`src/sv/ssmm_pkg.sv`:
```
// Shared types, codes and constants of the slot select memory mapper decoder.
package ssmm_pkg;

    localparam int RAM_ADDRESS_BITS = 22;

    localparam int OP_W       = 2;
    localparam int ADDR_W     = 16;
    localparam int DATA_W     = 8;
    localparam int TARGET_W   = 4;
    localparam int TADDR_W    = 22;
    localparam int ROM_SIZE_W = 17;
    localparam int RAM_SIZE_W = 23;
    localparam int CFG_IDX_W  = 8;
    localparam int CFG_DATA_W = 23;

    localparam int S_TDATA_W = 24;
    localparam int S_TUSER_W = 2;
    localparam int M_TDATA_W = 40;
    localparam int M_TUSER_W = 4;

    localparam logic [TADDR_W-1:0] RAM_MASK = TADDR_W'((64'd1 << RAM_ADDRESS_BITS) - 64'd1);

    localparam logic [CFG_IDX_W-1:0] CFG_SECOND_GEN   = 8'd0;
    localparam logic [CFG_IDX_W-1:0] CFG_BIOS_SIZE    = 8'd1;
    localparam logic [CFG_IDX_W-1:0] CFG_RAM_SIZE     = 8'd2;
    localparam logic [CFG_IDX_W-1:0] CFG_SUB_ROM_SIZE = 8'd3;

    localparam logic [ROM_SIZE_W-1:0] BIOS_SIZE_RESET    = 17'd32768;
    localparam logic [RAM_SIZE_W-1:0] RAM_SIZE_RESET     = 23'd65536;
    localparam logic [ROM_SIZE_W-1:0] SUB_ROM_SIZE_RESET = 17'd0;

    localparam logic [1:0] SLOT_BIOS      = 2'd0;
    localparam logic [1:0] SLOT_CART      = 2'd1;
    localparam logic [1:0] SLOT_EXPANSION = 2'd2;
    localparam logic [1:0] SLOT_THREE     = 2'd3;

    localparam logic [1:0] SUB_SLOT_RAM     = 2'd0;
    localparam logic [1:0] SUB_SLOT_SUB_ROM = 2'd1;

    localparam logic [ADDR_W-1:0] ADDR_SECONDARY_REG = 16'hffff;

    localparam logic [7:0] PORT_VIDEO_FIRST = 8'h98;
    localparam logic [7:0] PORT_VIDEO_LAST  = 8'h9b;
    localparam logic [7:0] PORT_SOUND_SEL   = 8'ha0;
    localparam logic [7:0] PORT_SOUND_WRITE = 8'ha1;
    localparam logic [7:0] PORT_SOUND_READ  = 8'ha2;
    localparam logic [7:0] PORT_PRIMARY     = 8'ha8;
    localparam logic [7:0] PORT_KEY_READ    = 8'ha9;
    localparam logic [7:0] PORT_KEY_WRITE   = 8'haa;
    localparam logic [7:0] PORT_SEGMENT     = 8'hfc;

    localparam logic [DATA_W-1:0] OPEN_BUS = 8'hff;

    typedef enum logic [OP_W-1:0] {
        OP_MEM_READ  = 2'd0,
        OP_MEM_WRITE = 2'd1,
        OP_IO_IN     = 2'd2,
        OP_IO_OUT    = 2'd3
    } ssmm_op_t;

    typedef enum logic [TARGET_W-1:0] {
        TGT_NONE       = 4'd0,
        TGT_BIOS       = 4'd1,
        TGT_CART       = 4'd2,
        TGT_EXPANSION  = 4'd3,
        TGT_RAM        = 4'd4,
        TGT_SUB_ROM    = 4'd5,
        TGT_VIDEO      = 4'd6,
        TGT_SOUND_SEL  = 4'd7,
        TGT_SOUND_DATA = 4'd8,
        TGT_KEYBOARD   = 4'd9
    } ssmm_target_t;

    typedef struct packed {
        logic                  second_gen;
        logic [ROM_SIZE_W-1:0] bios_size;
        logic [RAM_SIZE_W-1:0] ram_size;
        logic [ROM_SIZE_W-1:0] sub_rom_size;
    } ssmm_cfg_t;

    typedef struct packed {
        logic [3:0][1:0] primary;
        logic [3:0][1:0] secondary;
        logic [3:0][7:0] segment;
    } ssmm_state_t;

    typedef struct packed {
        logic              wr_primary;
        logic              wr_secondary;
        logic              wr_segment;
        logic [1:0]        seg_index;
        logic [DATA_W-1:0] value;
    } ssmm_update_t;

    typedef struct packed {
        ssmm_target_t       target;
        logic [TADDR_W-1:0] target_address;
        logic [DATA_W-1:0]  write_data;
        logic [DATA_W-1:0]  internal_data;
    } ssmm_result_t;

endpackage

```
`src/sv/slot_select_memory_mapper_decoder_unit.sv`:
```
// Top level of the slot select memory mapper decoder.
// Each item is one CPU access (memory read or write, I/O in or out) and
// yields exactly one result item naming the device that serves it, the
// address inside that device, the forwarded write data and, for reads
// that no device takes, the register readback or open-bus value. Items pass
// an input register, one level of decode logic over the slot and segment
// registers, and a result register; one item is taken every cycle as long as
// the result side keeps up, and the result register lets the next item enter
// while a finished result is still waiting. Writes to port A8, to FFFF and to
// FC-FF take effect for the very next item. Configuration writes are taken
// in any cycle (cfg_ready is always high) and should be made while idle.
module slot_select_memory_mapper_decoder_unit (
    input  logic                            clk,
    input  logic                            rst_n,
    // s_tuser fields from bit 0 up: op.
    // s_tdata fields from bit 0 up: address, data.
    input  logic                            s_tvalid,
    output logic                            s_tready,
    input  logic [ssmm_pkg::S_TDATA_W-1:0]  s_tdata,
    input  logic [ssmm_pkg::S_TUSER_W-1:0]  s_tuser,
    // m_tuser fields from bit 0 up: target.
    // m_tdata fields from bit 0 up: target_address, write_data, internal_data, zero pad.
    output logic                            m_tvalid,
    input  logic                            m_tready,
    output logic [ssmm_pkg::M_TDATA_W-1:0]  m_tdata,
    output logic [ssmm_pkg::M_TUSER_W-1:0]  m_tuser,
    input  logic                            cfg_valid,
    output logic                            cfg_ready,
    input  logic [ssmm_pkg::CFG_IDX_W-1:0]  cfg_index,
    input  logic [ssmm_pkg::CFG_DATA_W-1:0] cfg_data
);
    import ssmm_pkg::*;

    logic                in_valid_reg;
    logic [OP_W-1:0]     in_op_reg;
    logic [ADDR_W-1:0]   in_addr_reg;
    logic [DATA_W-1:0]   in_data_reg;
    logic                out_valid_reg;
    ssmm_result_t        out_res_reg;

    logic                advance;
    ssmm_cfg_t           cfg;
    ssmm_state_t         state;
    ssmm_result_t        res;
    ssmm_update_t        upd;

    assign advance  = in_valid_reg && (!out_valid_reg || m_tready);
    assign s_tready = !in_valid_reg || advance;
    assign m_tvalid = out_valid_reg;
    assign m_tuser  = out_res_reg.target;
    assign m_tdata  = {2'b00, out_res_reg.internal_data, out_res_reg.write_data,
                       out_res_reg.target_address};

    ssmm_cfg u_cfg (
        .clk       (clk),
        .rst_n     (rst_n),
        .cfg_valid (cfg_valid),
        .cfg_ready (cfg_ready),
        .cfg_index (cfg_index),
        .cfg_data  (cfg_data),
        .cfg       (cfg)
    );

    ssmm_state u_state (
        .clk    (clk),
        .rst_n  (rst_n),
        .upd_en (advance),
        .upd    (upd),
        .state  (state)
    );

    ssmm_decode u_decode (
        .op      (in_op_reg),
        .address (in_addr_reg),
        .data    (in_data_reg),
        .cfg     (cfg),
        .state   (state),
        .res     (res),
        .upd     (upd)
    );

    always_ff @(posedge clk or negedge rst_n)
    begin
        if (!rst_n)
        begin
            in_valid_reg  <= 1'b0;
            out_valid_reg <= 1'b0;
        end
        else
        begin
            if (s_tready)
            begin
                in_valid_reg <= s_tvalid;
            end
            if (advance)
            begin
                out_valid_reg <= 1'b1;
            end
            else if (m_tready)
            begin
                out_valid_reg <= 1'b0;
            end
        end
    end

    always_ff @(posedge clk)
    begin
        if (s_tready && s_tvalid)
        begin
            in_op_reg   <= s_tuser;
            in_addr_reg <= s_tdata[ADDR_W-1:0];
            in_data_reg <= s_tdata[ADDR_W+DATA_W-1:ADDR_W];
        end
        if (advance)
        begin
            out_res_reg <= res;
        end
    end

endmodule

```
`src/sv/ssmm_cfg.sv`:
```
// Configuration registers of the slot select memory mapper decoder.
module ssmm_cfg (
    input  logic                           clk,
    input  logic                           rst_n,
    input  logic                           cfg_valid,
    output logic                           cfg_ready,
    input  logic [ssmm_pkg::CFG_IDX_W-1:0] cfg_index,
    input  logic [ssmm_pkg::CFG_DATA_W-1:0] cfg_data,
    output ssmm_pkg::ssmm_cfg_t            cfg
);
    import ssmm_pkg::*;

    ssmm_cfg_t cfg_reg;
    ssmm_cfg_t cfg_next;

    assign cfg_ready = 1'b1;
    assign cfg       = cfg_reg;

    always_comb
    begin
        cfg_next = cfg_reg;
        if (cfg_valid)
        begin
            priority if (cfg_index == CFG_SECOND_GEN)
            begin
                cfg_next.second_gen = cfg_data[0];
            end
            else if (cfg_index == CFG_BIOS_SIZE)
            begin
                cfg_next.bios_size = cfg_data[ROM_SIZE_W-1:0];
            end
            else if (cfg_index == CFG_RAM_SIZE)
            begin
                cfg_next.ram_size = cfg_data[RAM_SIZE_W-1:0];
            end
            else if (cfg_index == CFG_SUB_ROM_SIZE)
            begin
                cfg_next.sub_rom_size = cfg_data[ROM_SIZE_W-1:0];
            end
            else
            begin
                cfg_next = cfg_reg;
            end
        end
    end

    always_ff @(posedge clk or negedge rst_n)
    begin
        if (!rst_n)
        begin
            cfg_reg.second_gen   <= 1'b0;
            cfg_reg.bios_size    <= BIOS_SIZE_RESET;
            cfg_reg.ram_size     <= RAM_SIZE_RESET;
            cfg_reg.sub_rom_size <= SUB_ROM_SIZE_RESET;
        end
        else
        begin
            cfg_reg <= cfg_next;
        end
    end

endmodule

```
`src/sv/ssmm_state.sv`:
```
// Primary slot, secondary slot and mapper segment registers of the four pages.
module ssmm_state (
    input  logic                   clk,
    input  logic                   rst_n,
    input  logic                   upd_en,
    input  ssmm_pkg::ssmm_update_t upd,
    output ssmm_pkg::ssmm_state_t  state
);
    import ssmm_pkg::*;

    ssmm_state_t state_reg;
    ssmm_state_t state_next;

    assign state = state_reg;

    always_comb
    begin
        state_next = state_reg;
        if (upd_en)
        begin
            if (upd.wr_primary)
            begin
                state_next.primary = upd.value;
            end
            if (upd.wr_secondary)
            begin
                state_next.secondary = upd.value;
            end
            if (upd.wr_segment)
            begin
                state_next.segment[upd.seg_index] = upd.value;
            end
        end
    end

    always_ff @(posedge clk or negedge rst_n)
    begin
        if (!rst_n)
        begin
            state_reg <= '0;
        end
        else
        begin
            state_reg <= state_next;
        end
    end

endmodule

```
`src/sv/ssmm_decode.sv`:
```
// Combinational decode of one access into a target, an address and register updates.
module ssmm_decode (
    input  logic [ssmm_pkg::OP_W-1:0]   op,
    input  logic [ssmm_pkg::ADDR_W-1:0] address,
    input  logic [ssmm_pkg::DATA_W-1:0] data,
    input  ssmm_pkg::ssmm_cfg_t         cfg,
    input  ssmm_pkg::ssmm_state_t       state,
    output ssmm_pkg::ssmm_result_t      res,
    output ssmm_pkg::ssmm_update_t      upd
);
    import ssmm_pkg::*;

    logic [1:0]         page;
    logic [1:0]         prim;
    logic [1:0]         sec;
    logic [7:0]         port;
    logic               wr;
    logic [TADDR_W-1:0] ram_addr;
    logic               video_port;

    always_comb
    begin
        page       = address[15:14];
        prim       = state.primary[page];
        sec        = state.secondary[page];
        port       = address[7:0];
        wr         = (ssmm_op_t'(op) == OP_MEM_WRITE);
        video_port = (port >= PORT_VIDEO_FIRST) && (port <= PORT_VIDEO_LAST);
        if (cfg.second_gen)
        begin
            ram_addr = {state.segment[page], address[13:0]} & RAM_MASK;
        end
        else
        begin
            ram_addr = TADDR_W'(address) & RAM_MASK;
        end
    end

    always_comb
    begin
        res                = '0;
        res.target         = TGT_NONE;
        upd                = '0;
        upd.value          = data;
        upd.seg_index      = port[1:0];
        unique case (ssmm_op_t'(op))
            OP_MEM_READ, OP_MEM_WRITE:
            begin
                res.internal_data = wr ? '0 : OPEN_BUS;
                unique case (prim)
                    SLOT_BIOS:
                    begin
                        if (!wr && ({1'b0, address} < cfg.bios_size))
                        begin
                            res.target         = TGT_BIOS;
                            res.target_address = TADDR_W'(address);
                        end
                    end
                    SLOT_CART:
                    begin
                        res.target         = TGT_CART;
                        res.target_address = TADDR_W'(address);
                    end
                    SLOT_EXPANSION:
                    begin
                        res.target         = TGT_EXPANSION;
                        res.target_address = TADDR_W'(address);
                    end
                    SLOT_THREE:
                    begin
                        if (cfg.second_gen && (address == ADDR_SECONDARY_REG))
                        begin
                            // The secondary slot register reads back inverted.
                            if (wr)
                            begin
                                upd.wr_secondary = 1'b1;
                            end
                            else
                            begin
                                res.internal_data = ~state.secondary;
                            end
                        end
                        else if (sec == SUB_SLOT_RAM)
                        begin
                            if ({1'b0, ram_addr} < cfg.ram_size)
                            begin
                                res.target         = TGT_RAM;
                                res.target_address = ram_addr;
                            end
                        end
                        else if (sec == SUB_SLOT_SUB_ROM)
                        begin
                            if (!wr && (cfg.sub_rom_size != '0)
                                && ({1'b0, address} < cfg.sub_rom_size))
                            begin
                                res.target         = TGT_SUB_ROM;
                                res.target_address = TADDR_W'(address);
                            end
                        end
                    end
                    default:
                    begin
                        res.target = TGT_NONE;
                    end
                endcase
                if (res.target != TGT_NONE)
                begin
                    res.internal_data = '0;
                    res.write_data    = wr ? data : '0;
                end
            end
            OP_IO_IN:
            begin
                res.internal_data = OPEN_BUS;
                priority if (video_port)
                begin
                    res.target         = TGT_VIDEO;
                    res.target_address = TADDR_W'(port[1:0]);
                end
                else if (port == PORT_SOUND_READ)
                begin
                    res.target = TGT_SOUND_DATA;
                end
                else if (port == PORT_PRIMARY)
                begin
                    res.internal_data = state.primary;
                end
                else if (port == PORT_KEY_READ)
                begin
                    res.target = TGT_KEYBOARD;
                end
                else if ((port >= PORT_SEGMENT) && cfg.second_gen)
                begin
                    res.internal_data = state.segment[port[1:0]];
                end
                else
                begin
                    res.internal_data = OPEN_BUS;
                end
                if (res.target != TGT_NONE)
                begin
                    res.internal_data = '0;
                end
            end
            OP_IO_OUT:
            begin
                priority if (video_port)
                begin
                    res.target         = TGT_VIDEO;
                    res.target_address = TADDR_W'(port[1:0]);
                    res.write_data     = data;
                end
                else if (port == PORT_SOUND_SEL)
                begin
                    res.target     = TGT_SOUND_SEL;
                    res.write_data = data;
                end
                else if (port == PORT_SOUND_WRITE)
                begin
                    res.target     = TGT_SOUND_DATA;
                    res.write_data = data;
                end
                else if (port == PORT_PRIMARY)
                begin
                    upd.wr_primary = 1'b1;
                end
                else if (port == PORT_KEY_WRITE)
                begin
                    res.target     = TGT_KEYBOARD;
                    res.write_data = {4'h0, data[3:0]};
                end
                else if ((port >= PORT_SEGMENT) && cfg.second_gen)
                begin
                    upd.wr_segment = 1'b1;
                end
                else
                begin
                    res.target = TGT_NONE;
                end
            end
            default:
            begin
                res.target = TGT_NONE;
            end
        endcase
    end

endmodule

```
`config.mk`:
```
export PLATFORM = sky130hd
export DESIGN_NAME = slot_select_memory_mapper_decoder_unit
export DESIGN_NICKNAME = d
export VERILOG_FILES = /design/src/sv/ssmm_pkg.sv /design/src/sv/slot_select_memory_mapper_decoder_unit.sv /design/src/sv/ssmm_cfg.sv /design/src/sv/ssmm_state.sv /design/src/sv/ssmm_decode.sv
export SDC_FILE = /design/constraint.sdc
export NUM_CORES = 1
export LEC_CHECK = 0
export BUFFER_PORTS_ARGS = -buffer_cell sky130_fd_sc_hd__buf_4
export CELL_PAD_IN_SITES_DETAIL_PLACEMENT = 2
export CELL_PAD_IN_SITES_GLOBAL_PLACEMENT = 2
export CORE_MARGIN = 5
export CORE_UTILIZATION = 30
export DETAILED_ROUTE_END_ITERATION = 7
export HOLD_SLACK_MARGIN = 0.06
export PLACE_DENSITY_LB_ADDON = 0.1
export SKIP_CTS_REPAIR_TIMING = 1
export SLEW_MARGIN = 0
export SYNTH_ARGS = -nofsm -noshare
export SYNTH_HDL_FRONTEND = slang
export SYNTH_SLANG_ARGS = --single-unit
```
`constraint.sdc`:
```
create_clock -name clk -period 6.9 [get_ports clk]
set_input_delay 0.345 -clock clk [delete_from_list [all_inputs] [get_ports clk]]
set_output_delay 0.345 -clock clk [all_outputs]
set_load 0.005 [all_outputs]
```
==> impl_summary.txt <==
----------------------------------------------------
[Status]
  Status ... finished, final reports clean

[Worst setup path]
  Crit path launch ... in_addr_reg[15]
  CP required ... 7.04 ns
  Critical setup path kind ... reg -> reg
  Worst reg2reg path startpoint ... in_addr_reg[15]
  Series of cell instances along the critical path ... mux2_2 -> a21oi_1 -> a31oi_1 -> ha_1 -> nand4_1 -> o221ai_1 -> a211o_1 -> o22ai_4 -> a221oi_2 -> nor3b_1
  Cell with the largest stage delay on the worst path ... a221oi_2
  Worst R2R End ... m_tdata[2]
  Slack of the worst reg-to-reg path ... 2.50 ns
  Logic depth of the worst register-to-register path ... 10
  Capture point of the critical path ... m_tdata[2]
  Data arrival time at the worst-slack endpoint ... 4.54 ns
  Category of the worst setup path launch point ... flop
  Setup crit end kind ... flop
  Maximum single-stage delay on the critical path ... 1.06 ns
  Worst-path maximum fanout ... 19

[STA]
  Setup Total Neg Slack ... 0 ns
  Worst relative slew slack ... 15.4%
  Final clock skew ... 0.0156 ns
  Share of the clock period used by the worst path ... a little under two thirds
  Minimum hold slack ... 0.0831 ns
  Final hold vios ... 0
  Slew at the pin closest to its max-slew limit ... roughly 1.3 ns
  Max-slew violation total from the final report ... 0
  Count of final setup violators ... 0
  Clock period minus final worst setup slack ... roughly 4.4 ns
  Fmax ... 0.227 GHz
  RSZ-0062 raised after global routing ... no

[Floorplanning]
  Num rows ... 63
  Die W ... roughly 180 um
  Number of top-level design ports ... 109
  Core outline area ... 29700 um^2
  Die extent in y ... 184 um
  Initial cell density of the core ... 30.5%
  Die outline area ... 33800 um^2

[Final layout]
  Register cell area after layout ... 4750 um^2
  Layout Nets ... about 930
  Antenna diode count ... 0
  Fraction of final layout cells with drive strength greater than 1 ... 36.2%
  Layout fillers ... 3007
  Largest register FFs ... 58
  P&R area growth vs syn ... 21.4%
  Area of the multi-input gates ... slightly below 4000 um^2

[CTS]
  # clock sinks ... about 180
  H-tree Lvls ... 4
  Clock-pin slew reported for the worst setup and hold paths after clock tree synthesis ... 0.07 ns
  Clock buffers created by TritonCTS ... 17
  Worst-skew pair later-pin latency ... 0.44 ns
  Clock tree from TritonCTS ... built
  Largest buffer count on any clock path ... 2
  Clock root buffer ... clkbuf_16

[Power and ir drop]
  Leakage ... 4.74 nW
  Worst VDD drop ... 0.157 mV
  Ratio of total power to cell area ... between 200 and 250 nW/um^2

[Drt]
  Vias/cell ... 5.07
  First-pass iteration count of the detailed router ... 4
  Via count ... 6160
  Total DRC errors in the routed layout ... 0
  Antenna Nets Post-Route ... 0
  Routed wire length per instance ... 22.6 um
  Post-Route WL ... 27.4 mm
  Iter 0 DRT Violations ... 176

[Logic synthesis]
  Mean Syn Cell Area ... 13.2 um^2
  Syn. warnings ... 0
  Number of cells produced by synthesis ... 688
  Share of the yosys chip area belonging to registers ... 52.4%
  Async set or reset register ratio after synthesis ... 61.4%
  Mapped cell area ... about 9100 um^2
  EDFF count, synth ... 68
  Unique masters post-synth ... 65
  Post-synthesis register bit count ... 176
  Most common flop cell mapped by yosys ... dfrtp_1

[Global route]
  Via count of the first global-routing pass ... 6992
  Pin count of the biggest net entering global routing ... 70
  Global-route wire length before repair ... between 40 and 50 mm
  Number of antenna violations at the first check in global routing ... 0
  Total gr overflow ... 0
  Total routing usage reported by global routing ... 16.6%

[Job]
  Max-cap violations ... 0

[Place]
  Port Buf Inserts ... 105
  Placed wire-length estimate after detailed placement ... ~20 mm
  Global placer's final weighted congestion ... 0.771

[Worst hold path]
  Type of the tightest min-delay check ... in -> reg

----------------------------------------------------
==> cell usage in the layout (no fill, tap or decap), types with 4 or more instances in the layout <==
| master | netlist | layout |
|---|---|---|
| o221ai_1 | 9 | 9 |
| dfrtp_1 | 106 | 106 |
| clkbuf_16 | 0 | 17 |
| a21oi_1 | 26 | 26 |
| buf_4 | 3 | 113 |
| o21ai_0 | 17 | 17 |
| nor3b_2 | 10 | 10 |
| inv_1 | 59 | 59 |
| mux4_2 | 18 | 18 |
| nand2b_1 | 6 | 6 |
| dlygate4sd3_1 | 0 | 18 |
| nor2b_1 | 7 | 7 |
| or3_1 | 4 | 4 |
| a21o_1 | 15 | 15 |
| nor3b_1 | 6 | 6 |
| and2_1 | 10 | 9 |
| nor2_1 | 23 | 23 |
| nand3_1 | 9 | 9 |
| nand2_1 | 20 | 20 |
| ha_1 | 55 | 55 |
| edfxtp_1 | 68 | 68 |
| nor4_1 | 7 | 7 |
| inv_6 | 0 | 6 |
| nand4_1 | 9 | 9 |
| nor4b_1 | 8 | 8 |
| mux2_2 | 109 | 109 |
==> logic make-up (layout without fill, tap and decap cells) <==
group	after synthesis	count (layout)	share of synthesized area (%)
buffers and inverters	87	222	4.09
flip-flops	176	176	52.4
XOR/XNOR	1	1	0.0967
other	2	3	0.0829
multiplexers	129	129	18.2
AO/OA/AOI/OAI	99	99	7.76
AND/OR/NAND/NOR	139	139	9.75
adder cells (fa/ha/maj)	55	55	7.59
==> synth_stat cells (3+ instances only) <==
master    count  share of area [%]
nor3b_2      10                1.4
clkbuf_1     11               0.46
nor4b_1       8               0.77
a21o_1       15                1.2
inv_1        59                2.4
nor4_1        7               0.48
a31oi_1       3               0.21
buf_6         3               0.37
nor2b_1       7               0.48
nand3b_1      3               0.25
buf_2         8               0.44
buf_4         3               0.25
and2_1       10               0.69
a211oi_1      3               0.25
dfrtp_1     106                 29
mux4_2       18                4.5
a21oi_1      26                1.4
nor3b_1       6               0.50
mux2_2      109                 14
ha_1         55                7.6
or3_1         4               0.28
o221ai_1      9               0.87
nand3_1       9               0.50
buf_1         3               0.12
o21ai_0      17               0.94
nand2b_1      6               0.41
nand4_1       9               0.62
a211o_1       3               0.29
nand2_1      20               0.83
edfxtp_1     68                 23
nor2_1       23               0.95
==> per-layer routing <==
| layer | routed length [um] | up-vias | track usage (%) |
|---|---|---|---|
| li1 | - | 2801 | - |
| met1 | 13300 | 3233 | 23.5 |
| met2 | 12700 | 109 | 26.2 |
| met3 | 1040 | 17 | 3.40 |
| met4 | 387 | 0 | 4.17 |
| met5 | 0 | - | 0 |
==> worst max-delay path, delay by kind of cell (launching register included) <==
family / cells / cell delay, ns
compound gates: 6 / 2.06
flops: 1 / 0.95
mux: 1 / 0.42
fa+ha+maj: 1 / 0.37
simple gates: 2 / 0.28
==> stage by stage <==
stage | total power [W] | instance area, um^2 | std cells | util, % | setup WS (ns)
3_3_place_gp | 0.00146 | 10300 | 1164 | 34.5 | 2.72
3_5_place_dp | 0.00148 | 10300 | 1164 | 34.5 | 2.45
4_1_cts | 0.00244 | 10800 | 1196 | 36.4 | 2.44
2_1_floorplan | 0.00133 | 9060 | 689 | - | 3.36
5_1_grt | 0.00252 | 11000 | 1214 | 37.0 | 2.18
6_report | 0.00240 | 11000 | 1214 | 37.0 | 2.50
==> worst min-delay path by stage <==
| stage | startpoint | end | slack (ns) | depth (start not counted) |
|---|---|---|---|---|
| finish | s_tdata[1] | in_addr_reg[1] | 0.08 | 1 |
| global route | s_tdata[10] | in_addr_reg[10] | 0.06 | 1 |
| CTS | rst_n | u_cfg.cfg[40] | -0.11 | 1 |
| detailed placement | rst_n | u_cfg.cfg[42] | 0.38 | 1 |
| global placement | rst_n | u_cfg.cfg[2] | 0.35 | 1 |
| floorplan | rst_n | in_valid_reg | 0.05 | 0 |
==> cell type report <==
| cell class | instances | share of cell area [%] |
|---|---|---|
| clock buffers | 19 | 4.03 |
| inverters | 59 | 2.01 |
| multi-input cells | 426 | 36.0 |
| clock inverters | 13 | 1.06 |
| well taps | 390 | 4.44 |
| repair buffers | 131 | 9.35 |
| flip-flops and latches | 176 | 43.2 |
==> power by group <==
| group | switching [W] | internal, W |
|---|---|---|
| registers | 0.0000468 | 0.00114 |
| logic | 0.000145 | 0.000124 |
| clock network | 0.000458 | 0.000487 |
| total | 0.000649 | 0.00175 |
Note: power is estimated with default switching activity, not from simulation.
